<file path="config.mk">
export PLATFORM = sky130hd
export DESIGN_NAME = primitive_index_generator_flat
export DESIGN_NICKNAME = d
export VERILOG_FILES = /design/src/pig_pkg.sv /design/src/pig_if.sv /design/src/pig_cfg.sv /design/src/pig_gen.sv /design/src/pig_ser.sv /design/src/primitive_index_generator.sv /design/src/flat_wrapper.sv
export SDC_FILE = /design/constraint.sdc
export NUM_CORES = 1
export LEC_CHECK = 0
export BUFFER_PORTS_ARGS = -buffer_cell sky130_fd_sc_hd__buf_2
export CAP_MARGIN = 20
export CORE_MARGIN = 2
export CORE_UTILIZATION = 44
export DETAILED_ROUTE_END_ITERATION = 6
export SLEW_MARGIN = 20
export SYNTH_ARGS = -nofsm -noshare
export SYNTH_HDL_FRONTEND = slang
export SYNTH_SLANG_ARGS = --single-unit
</file>
<file path="constraint.sdc">
create_clock -name clk -period 7.86 [get_ports clk]
set_input_delay 1.572 -clock clk [delete_from_list [all_inputs] [get_ports clk]]
set_output_delay 1.572 -clock clk [all_outputs]
set_load 0.01 [all_outputs]
</file>
<file path="src/pig_pkg.sv">
`timescale 1ns / 1ps
`default_nettype none
package pig_pkg;

  localparam int unsigned IDX_W = 16;
  localparam int unsigned LANES = 4;
  localparam int unsigned LANE_W = 2;
  localparam int unsigned CNT_W = 3;

  // number of addressable vertices
  localparam longint unsigned MAX_VERTICES = 64'd65536;

  // largest index: min(MAX_VERTICES - 1, 65535)
  localparam logic [IDX_W-1:0] IDX_LIMIT =
    (MAX_VERTICES - 64'd1 > 64'd65535) ? 16'hFFFF : IDX_W'(MAX_VERTICES - 64'd1);

  // configuration port
  localparam int unsigned PADDR_W = 3;
  localparam int unsigned PDATA_W = 32;
  localparam logic [0:0] REG_PRIM_MODE = 1'b0;

  typedef logic [IDX_W-1:0] idx_t;

  typedef enum logic [1:0] {
    MODE_POINTS = 2'd0,
    MODE_LIST   = 2'd1,
    MODE_LOOP   = 2'd2,
    MODE_STRIP  = 2'd3
  } prim_mode_t;

  // indices caused by one vertex, and the lane that holds the last one
  typedef struct packed {
    idx_t [LANES-1:0]  idx;
    logic [LANE_W-1:0] last_lane;
  } pig_bundle_t;

  // saturating clamp of a one-bit-grown sum
  function automatic idx_t sat_idx(input logic [IDX_W:0] s);
    sat_idx = (s > {1'b0, IDX_LIMIT}) ? IDX_LIMIT : s[IDX_W-1:0];
  endfunction

endpackage
`default_nettype wire

</file>
<file path="src/pig_if.sv">
`timescale 1ns / 1ps
`default_nettype none
// vertex channel
interface pig_vtx_if;
  logic valid;
  logic ready;
  logic boundary_end;
  logic shape_end;

  modport source (output valid, output boundary_end, output shape_end, input ready);
  modport sink (input valid, input boundary_end, input shape_end, output ready);
endinterface

// index channel
interface pig_idx_if;
  logic        valid;
  logic        ready;
  logic [15:0] vertex_index;
  logic        run_last;

  modport source (output valid, output vertex_index, output run_last, input ready);
  modport sink (input valid, input vertex_index, input run_last, output ready);
endinterface
`default_nettype wire

</file>
<file path="src/pig_cfg.sv">
`timescale 1ns / 1ps
`default_nettype none
module pig_cfg
  import pig_pkg::*;
(
  input  wire logic               clk,
  input  wire logic               rst,
  input  wire logic               psel,
  input  wire logic               penable,
  input  wire logic               pwrite,
  input  wire logic [PADDR_W-1:0] paddr,
  input  wire logic [PDATA_W-1:0] pwdata,
  output logic      [PDATA_W-1:0] prdata,
  output logic                    pready,
  output prim_mode_t              prim_mode
);

  logic reg_sel;

  // word address decode
  assign reg_sel = (paddr[PADDR_W-1:2] == REG_PRIM_MODE);
  assign pready  = 1'b1;

  always_ff @(posedge clk) begin
    if (rst) begin
      prim_mode <= MODE_POINTS;
    end else if (psel && penable && pwrite && pready && reg_sel) begin
      prim_mode <= prim_mode_t'(pwdata[1:0]);
    end
  end

  // read back
  always_comb begin
    prdata = '0;
    if (reg_sel) begin
      prdata[1:0] = prim_mode;
    end
  end

endmodule
`default_nettype wire

</file>
<file path="src/pig_gen.sv">
`timescale 1ns / 1ps
`default_nettype none
module pig_gen
  import pig_pkg::*;
(
  input  wire logic       clk,
  input  wire logic       rst,
  input  wire prim_mode_t prim_mode,
  pig_vtx_if.sink         vtx,
  input  wire logic       bnd_take,
  output logic            bnd_valid,
  output pig_bundle_t     bnd
);

  idx_t        pos;
  idx_t        base;
  idx_t        pos_next;
  idx_t        base_next;
  idx_t        cur;
  idx_t        prev;
  idx_t        cur_inc;
  idx_t        pos_dec;
  logic        bnd_end;
  logic        accept;
  logic        load;
  logic [CNT_W-1:0] cnt;
  pig_bundle_t bnd_next;

  assign vtx.ready = !bnd_valid || bnd_take;
  assign accept    = vtx.valid && vtx.ready;
  assign bnd_end   = vtx.boundary_end || vtx.shape_end;

  // current, previous and next index of this boundary
  assign pos_dec = pos - idx_t'(1);
  assign cur     = sat_idx({1'b0, base} + {1'b0, pos});
  assign prev    = (pos == '0) ? cur : sat_idx({1'b0, base} + {1'b0, pos_dec});
  assign cur_inc = sat_idx({1'b0, cur} + {{IDX_W{1'b0}}, 1'b1});

  // index list for the vertex
  always_comb begin
    cnt = '0;
    for (int i = 0; i < LANES; i++) begin
      bnd_next.idx[i] = cur;
    end
    case (prim_mode)
      MODE_POINTS: begin
        cnt = CNT_W'(1);
      end
      MODE_LIST: begin
        if (pos[0]) begin
          bnd_next.idx[0] = prev;
          cnt = CNT_W'(2);
        end
      end
      MODE_LOOP: begin
        if (pos != '0) begin
          bnd_next.idx[0] = prev;
          if (bnd_end) begin
            bnd_next.idx[3] = base;
            cnt = CNT_W'(4);
          end else begin
            cnt = CNT_W'(2);
          end
        end else if (bnd_end) begin
          bnd_next.idx[1] = base;
          cnt = CNT_W'(2);
        end
      end
      default: begin
        if (pos != '0) begin
          bnd_next.idx[0] = prev;
          cnt = CNT_W'(2);
        end
      end
    endcase
    bnd_next.last_lane = LANE_W'(cnt - CNT_W'(1));
  end

  assign load = accept && (cnt != '0);

  // boundary counters
  always_comb begin
    pos_next  = pos;
    base_next = base;
    if (vtx.shape_end) begin
      pos_next  = '0;
      base_next = '0;
    end else if (bnd_end) begin
      pos_next  = '0;
      base_next = cur_inc;
    end else begin
      pos_next  = sat_idx({1'b0, pos} + {{IDX_W{1'b0}}, 1'b1});
    end
  end

  always_ff @(posedge clk) begin
    if (rst) begin
      pos  <= '0;
      base <= '0;
    end else if (accept) begin
      pos  <= pos_next;
      base <= base_next;
    end
  end

  // result register
  always_ff @(posedge clk) begin
    if (rst) begin
      bnd_valid <= 1'b0;
    end else if (load) begin
      bnd_valid <= 1'b1;
    end else if (bnd_take) begin
      bnd_valid <= 1'b0;
    end
  end

  always_ff @(posedge clk) begin
    if (load) begin
      bnd <= bnd_next;
    end
  end

endmodule
`default_nettype wire

</file>
<file path="src/pig_ser.sv">
`timescale 1ns / 1ps
`default_nettype none
module pig_ser
  import pig_pkg::*;
(
  input  wire logic        clk,
  input  wire logic        rst,
  input  wire logic        bnd_valid,
  input  wire pig_bundle_t bnd,
  output logic             bnd_take,
  pig_idx_if.source        idx
);

  logic              out_valid;
  logic [LANE_W-1:0] lane;
  pig_bundle_t       held;
  logic              fire;
  logic              done;

  assign fire     = out_valid && idx.ready;
  assign done     = fire && (lane == held.last_lane);
  assign bnd_take = bnd_valid && (!out_valid || done);

  assign idx.valid        = out_valid;
  assign idx.vertex_index = held.idx[lane];
  assign idx.run_last     = (lane == held.last_lane);

  // one word per cycle out of the held list while idx is ready
  always_ff @(posedge clk) begin
    if (rst) begin
      out_valid <= 1'b0;
      lane      <= '0;
    end else if (bnd_take) begin
      out_valid <= 1'b1;
      lane      <= '0;
    end else if (done) begin
      out_valid <= 1'b0;
    end else if (fire) begin
      lane      <= lane + LANE_W'(1);
    end
  end

  always_ff @(posedge clk) begin
    if (bnd_take) begin
      held <= bnd;
    end
  end

endmodule
`default_nettype wire

</file>
<file path="src/primitive_index_generator.sv">
`timescale 1ns / 1ps
`default_nettype none
// Primitive index generator.
// vtx: one word per vertex with boundary_end / shape_end flags.
// idx: vertex indices for the mode in register 0 (0 points, 1 line list,
//      2 line loop, 3 line strip), run_last marks the last index of a vertex.
// Mode is written over the APB port while the block is idle; the user
// must keep to this, as the block itself does not enforce it.
// Throughput: one index word per cycle while idx is ready; a vertex makes
// one index for points, two for line pairs, four for a loop close, all
// sent over the single index output port. A vertex that makes no index
// is taken without sending a word.
// A vertex is taken while the previous vertex's indices are still being
// drained: the list register and the output register form two stages.
// When idx stalls, the current word holds and vtx.ready drops once both
// stages are full.
// Reset (rst, synchronous) clears mode to points, both boundary counters
// and all valid flags.
module primitive_index_generator
  import pig_pkg::*;
(
  input  wire logic               clk,
  input  wire logic               rst,
  pig_vtx_if.sink                 vtx,
  pig_idx_if.source               idx,
  input  wire logic               psel,
  input  wire logic               penable,
  input  wire logic               pwrite,
  input  wire logic [PADDR_W-1:0] paddr,
  input  wire logic [PDATA_W-1:0] pwdata,
  output logic      [PDATA_W-1:0] prdata,
  output logic                    pready
);

  prim_mode_t  prim_mode;
  logic        bnd_valid;
  logic        bnd_take;
  pig_bundle_t bnd;

  pig_cfg u_cfg (
    .clk       (clk),
    .rst       (rst),
    .psel      (psel),
    .penable   (penable),
    .pwrite    (pwrite),
    .paddr     (paddr),
    .pwdata    (pwdata),
    .prdata    (prdata),
    .pready    (pready),
    .prim_mode (prim_mode)
  );

  pig_gen u_gen (
    .clk       (clk),
    .rst       (rst),
    .prim_mode (prim_mode),
    .vtx       (vtx),
    .bnd_take  (bnd_take),
    .bnd_valid (bnd_valid),
    .bnd       (bnd)
  );

  pig_ser u_ser (
    .clk       (clk),
    .rst       (rst),
    .bnd_valid (bnd_valid),
    .bnd       (bnd),
    .bnd_take  (bnd_take),
    .idx       (idx)
  );

endmodule
`default_nettype wire

</file>
<file path="src/flat_wrapper.sv">
// flat-port wrapper written by rule: the top's interface ports become plain ports
module primitive_index_generator_flat import pig_pkg::*;
  (clk, rst, psel, penable, pwrite, paddr, pwdata, prdata, pready, vtx_valid, vtx_boundary_end, vtx_shape_end, vtx_ready, idx_valid, idx_vertex_index, idx_run_last, idx_ready);
  pig_vtx_if vtx_i ();
  pig_idx_if idx_i ();
  input  wire logic clk;
  input  wire logic rst;
  input  wire logic psel;
  input  wire logic penable;
  input  wire logic pwrite;
  input  wire logic [PADDR_W-1:0] paddr;
  input  wire logic [PDATA_W-1:0] pwdata;
  output logic      [PDATA_W-1:0] prdata;
  output logic pready;
  input wire logic [$bits(vtx_i.valid)-1:0] vtx_valid;
  input wire logic [$bits(vtx_i.boundary_end)-1:0] vtx_boundary_end;
  input wire logic [$bits(vtx_i.shape_end)-1:0] vtx_shape_end;
  output wire logic [$bits(vtx_i.ready)-1:0] vtx_ready;
  output wire logic [$bits(idx_i.valid)-1:0] idx_valid;
  output wire logic [$bits(idx_i.vertex_index)-1:0] idx_vertex_index;
  output wire logic [$bits(idx_i.run_last)-1:0] idx_run_last;
  input wire logic [$bits(idx_i.ready)-1:0] idx_ready;
  assign vtx_i.valid = vtx_valid;
  assign vtx_i.boundary_end = vtx_boundary_end;
  assign vtx_i.shape_end = vtx_shape_end;
  assign vtx_ready = vtx_i.ready;
  assign idx_valid = idx_i.valid;
  assign idx_vertex_index = idx_i.vertex_index;
  assign idx_run_last = idx_i.run_last;
  assign idx_i.ready = idx_ready;
  primitive_index_generator u_core (.clk(clk), .rst(rst), .vtx(vtx_i), .idx(idx_i), .psel(psel), .penable(penable), .pwrite(pwrite), .paddr(paddr), .pwdata(pwdata), .prdata(prdata), .pready(pready));
endmodule
</file>
[After elaboration in Yosys (flattened, before gate mapping)]
Index checks and enable logic that the tools add are counted.
Storage, ports and cells
  bits in registers: 170
  input bits: 44
  output and inout port bits: 52
  logic and storage cells: 86
Cells by class
  add/sub/neg operators: 7
  $lt $le $gt $ge: 5
  eq/ne operators: 3
  multiplexer cells: 30
  bitwise logic cells: 2
  reduce and logical (&&, ||, !) cells: 23
Operators with widths (number)
  $mux W16: 17
  $gt A17 B16 Y1 const B: 4
  $add A16 B1 Y17 const B: 2
  $add A16 B16 Y17: 2
  $bmux W16 S2: 1
  $pmux W16 S2: 1
  $logic_not A16 Y1: 1
  $reduce_bool A16 Y1: 1
  $sub A16 B1 Y16 const B: 1
  $pmux W3 S3: 1
  $logic_and A1 B1 Y1: 8
  $mux W2: 4
  $mux W3: 2
  $reduce_bool A2 Y1: 3
  $mux W1: 4
  $reduce_and A2 Y1: 2
  $logic_or A1 B1 Y1: 3
  $lt A2 B3 Y1 const B: 1
  $reduce_bool A3 Y1: 1
  $add A2 B1 Y2 const B: 1
  $eq A2 B1 Y1 const B: 1
  $eq A2 B2 Y1: 1
  $eq A2 B2 Y1 const B: 1
  $logic_not A1 Y1: 2
  4 further kinds: 5

[Longest topological paths before layout]
  word-level depth: 8
  gate-level depth with buffers: 19
  depth with buffers taken out: 15

[Modules after synthesis]
A second synthesis with hierarchy kept.
Second synthesis, totals
  cells, all modules: 826
  area total of the unflattened synthesis: 9387.8 µm²
By module, submodules not included
  pig_gen: instances 1, cells an instance 672, area an instance 6465.0 µm², seq. area each 2642.5 µm²
  pig_ser: instances 1, cells an instance 110, area an instance 2570.0 µm², seq. area each 2042.0 µm²
  pig_cfg: instances 1, cells an instance 44, area an instance 352.8 µm², seq. area each 40.0 µm²

[Least setup slack after synthesis]
OpenSTA, ideal clock, no wires.
  path kind: in2reg
  start: in vtx_boundary_end
  end: reg u_core.u_gen.bnd[0] (netlist name)
  library setup time: 512 ps
  arrival: 5934 ps
  required time: 7348 ps
  path slack: 1414 ps
  stages: 7
  buffers on the path: 1
  cell sequence: nor2_1 > clkinv_1 > clkbuf_1 > ha_1 > a22oi_1 > ha_1 > a21oi_1
On the way
  longest elaborated chain between the ends: 6
  elaborated cells between the ends (all ways): 7
  classes of those cells: mux: 4; reduce/logical: 3
RTL lines
  start: declaration: line flat_wrapper.sv:16  | input wire logic [$bits(vtx_i.boundary_end)-1:0] vtx_boundary_end;
  $logic_or A1 B1 Y1 *: line pig_gen.sv:31  | assign bnd_end = vtx.boundary_end || vtx.shape_end;
  $mux W2 / $mux W3 (equally long branches): line pig_gen.sv:64, pig_gen.sv:58
  $mux W3 *: line pig_gen.sv:56  | if (pos != '0) begin
  $pmux W3 S3 *: line pig_gen.sv:45  | case (prim_mode)
  $reduce_bool A3 Y1 *: line pig_gen.sv:79  | assign load = accept && (cnt != '0);
  $logic_and A1 B1 Y1 *: line pig_gen.sv:79
  net u_core.u_gen.load: line pig_gen.sv:25  | logic load;
Mark *: on every way through the listed nets, which the timed path passes. The rest lies on a longest branch.
A chain may end at the register's enable or synchronous reset.

==> impl_metrics.py <==
metrics = {
    "outcome": {
        "status": "completed",
    },
    "floorplan": {
        "pin_count": 96,
        "die_h_um": 150,
        "num_rows": 53,
        "die_area_um2": 22400,
        "core_um2": 20900,
        "die_width_um": 150,
        "initial_core_util_pct": 44.6,
    },
    "run": {
        "max_cap_violations": 0,
    },
    "place": {
        "placedInstanceArea_um2": 9610,
        "gp_congestion": 0.880,
        "port_buffers": 32,
        "place_inst": 1123,
        "dp_hpwl_um": 13500,
        "post-place-ws_ps": 2790,
    },
    "sta": {
        "fmax_mhz": 193,
        "tightest_slew_ps": 1060,
        "setup_slack_ps": 2680,
        "finalClockSkew_ps": 19.1,
        "finalSetupTns_ps": 0,
        "rsz0062_at_grt": "no",
        "drv_slew": 0,
        "slew_headroom_pct": 29.3,
        "setup-violations-final": 0,
        "hold_violations": 0,
        "period_share_pct": 65.9,
        "min_period_ps": 5180,
    },
    "setup_path": {
        "critPathKind": "reg -> reg",
        "cp_slowest_stage_delay_ps": 590,
        "worstPathRequired_ps": 8190,
        "cpMaxStageDelayCell": "dfxtp_1",
        "crit_chain": "ha_1 -> inv_1 -> fa_1 -> nor2b_4 -> o311a_4 -> o211ai_1 -> o21a_1 -> buf_4 -> nand2_1 -> ha_1 -> inv_1 -> nor4b_1 -> a32o_2 -> nand4_1 -> or3_1 -> a32o_1",
        "cp-end-kind": "flop",
        "arrival_ps": 5510,
        "crit_path_start_kind": "flop",
        "cp_max_fo": 23,
    },
    "route": {
        "vias": 6362,
        "firstDrtPassIters": 5,
        "antenna_left": 0,
        "finalWirelength_um": 19100,
        "avgViaCountPerCell": 5.51,
        "drtIter0Drc": 414,
        "wl_per_cell_um": 16.6,
        "drc": 0,
    },
    "clocking": {
        "holdBufCountCts": 0,
        "cts_tree": "built",
        "cts_sinks": 170,
        "numCtsBuffers": 17,
        "htreeDepth": 4,
        "clk_pin_slew_ps": 70,
        "clock_path_buffers": 2,
        "cts_resized": 0,
        "cts-root-buf": "clkbuf_16",
        "clk_latency_ps": 440,
        "postCtsSetupRepairBufs": 0,
    },
    "global_routing": {
        "grt_pass1_wl_um": 31000,
        "antenna_found_initial": 0,
        "grt_max_degree": 68,
        "track_usage_pct": 17.8,
        "grt-ovfl-total": 0,
        "grt_pass1_vias": 5989,
    },
    "synth": {
        "ys_seq_area_share_pct": 50.7,
        "synth_ff_type": "edfxtp_1",
        "synth_cell_type_count": 85,
        "synthCells": 851,
        "syn_area_um2": 9330,
        "async_flop_share_pct": 0,
        "yosys_warnings": 0,
        "synth-edff-count": 132,
        "synth.top_cell.area_share_pct": 42.5,
        "synth.area.top_cells": "edfxtp_1, dfxtp_1, ha_1, nor2_1, mux4_2",
        "synth-seq-cells": 170,
        "syn_area_per_cell_um2": 11.0,
        "yosysTopAreaCell": "edfxtp_1",
    },
    "power_and_ir_drop": {
        "p_leak_nw": 4.05,
        "power.density_nw_per_um2": 196,
        "ir_drop_mv": 0.148,
    },
    "layout": {
        "final_area_um2": 10200,
        "diodes": 0,
        "fin_cells": 1155,
        "layout-drive-gt1-share_pct": 14.1,
        "post-route-util_pct": 48.9,
        "layout_common_cells": "edfxtp_1, nor2_1, a21oi_1",
        "fin_nets": 951,
        "area_growth_pct": 9.55,
        "final_common_cell": "edfxtp_1",
    },
    "worst_hold_path": {
        "min_path_type": "reg -> reg",
    },
}
-- worst paths after layout --
| check | cells after the start | from | slack [ps] | to |
|---|---|---|---|---|
| worst max register to register | 16 | u_core.u_gen.pos[0] | 2680 | u_core.u_gen.base[14] |
| worst min-delay path | 0 | u_core.u_gen.bnd[46] | 420 | u_core.u_ser.held[46] |
| worst min register to register | 0 | u_core.u_gen.bnd[46] | 420 | u_core.u_ser.held[46] |
| worst max-delay path | 16 | u_core.u_gen.pos[0] | 2680 | u_core.u_gen.base[14] |
-- worst max-delay path, delay by kind of cell (launching register included) --
| kind | cells | cell delay [ps] |
|---|---|---|
| buf+inv | 3 | 460 |
| flops | 1 | 590 |
| compound gates | 5 | 1130 |
| fa+ha+maj | 3 | 1150 |
| simple gates | 5 | 1740 |
-- per-stage QoR --
stage | hold WS [ps] | total power [mW]
2_1_floorplan | 400 | 1.14
3_5_place_dp | 405 | 1.17
3_3_place_gp | 400 | 1.16
6_report | 417 | 2.00
4_1_cts | 420 | 2.03
5_1_grt | 422 | 2.08
-- flip-flops by register name, indices dropped and copies added (netlist names) --
name / cells
u_core.u_gen.bnd: 66
u_core.u_gen.bnd_valid: 1
u_core.u_ser.held: 66
u_core.u_ser.lane: 2
u_core.u_ser.idx.valid: 1
u_core.u_gen.pos: 16
u_core.u_gen.base: 16
u_core.u_cfg.prim_mode: 2
-- report_power, final --
part	internal (mW)	switching (mW)
Combinational	0.0406	0.0780
Clock	0.482	0.378
Sequential	1.01	0.0109
-- layer usage --
metal / vias up / GRT usage, % / wire, um
met1: 3025 / 24.6 / 9230
li1: 3157 / - / -
met3: 22 / 2.90 / 852
met4: 0 / 6.76 / 293
met5: - / 0 / 0
met2: 158 / 28.3 / 8770
-- cell type report --
| class | instances | area (um2) |
|---|---|---|
| fill | 1906 | 10700 |
| multi-input combinational | 608 | 4210 |
| clock buffer | 18 | 429 |
| inverter | 29 | 109 |
| sequential | 170 | 4720 |
| clock inverter | 14 | 178 |
| tap | 275 | 344 |
| timing repair buffer | 41 | 228 |
-- synthesized netlist by cell type, types with 3 or more instances --
cell      number
a21o_1         8
nand3_1       22
or2_2          3
xor2_1        23
o211ai_1       3
a21oi_1       66
nand2_1       36
a22o_1        11
ha_1          38
and2_1         5
dfxtp_1       38
nor4_1         4
a31oi_1       29
buf_4         31
o21ai_1        3
nand2b_1       7
buf_2          4
or3_1          3
mux2i_1        7
o21a_1         8
inv_1         28
edfxtp_1     132
o21ai_0       26
nor2b_1       12
o22ai_1       13
nand4_1        9
nor3_1        22
o31ai_1        6
xnor2_1       20
mux4_2        16
mux2_2         5
a22oi_1        3
a31o_2         3
nor2_1       102
and3_1         3
clkbuf_1      32
a211oi_1       6
or4_1          3
-- cell families after synthesis --
logic type	Yosys count	synth area share [%]
adder cells (fa/ha/maj)	40	5.53
AND/OR/NAND/NOR	249	13.1
other	2	0.0805
AO/OA/AOI/OAI	214	15.1
flip-flops	170	50.7
XOR/XNOR	45	4.51
multiplexers	29	5.37
buffers and inverters	102	5.65
Note: power is estimated with default switching activity, not from simulation.
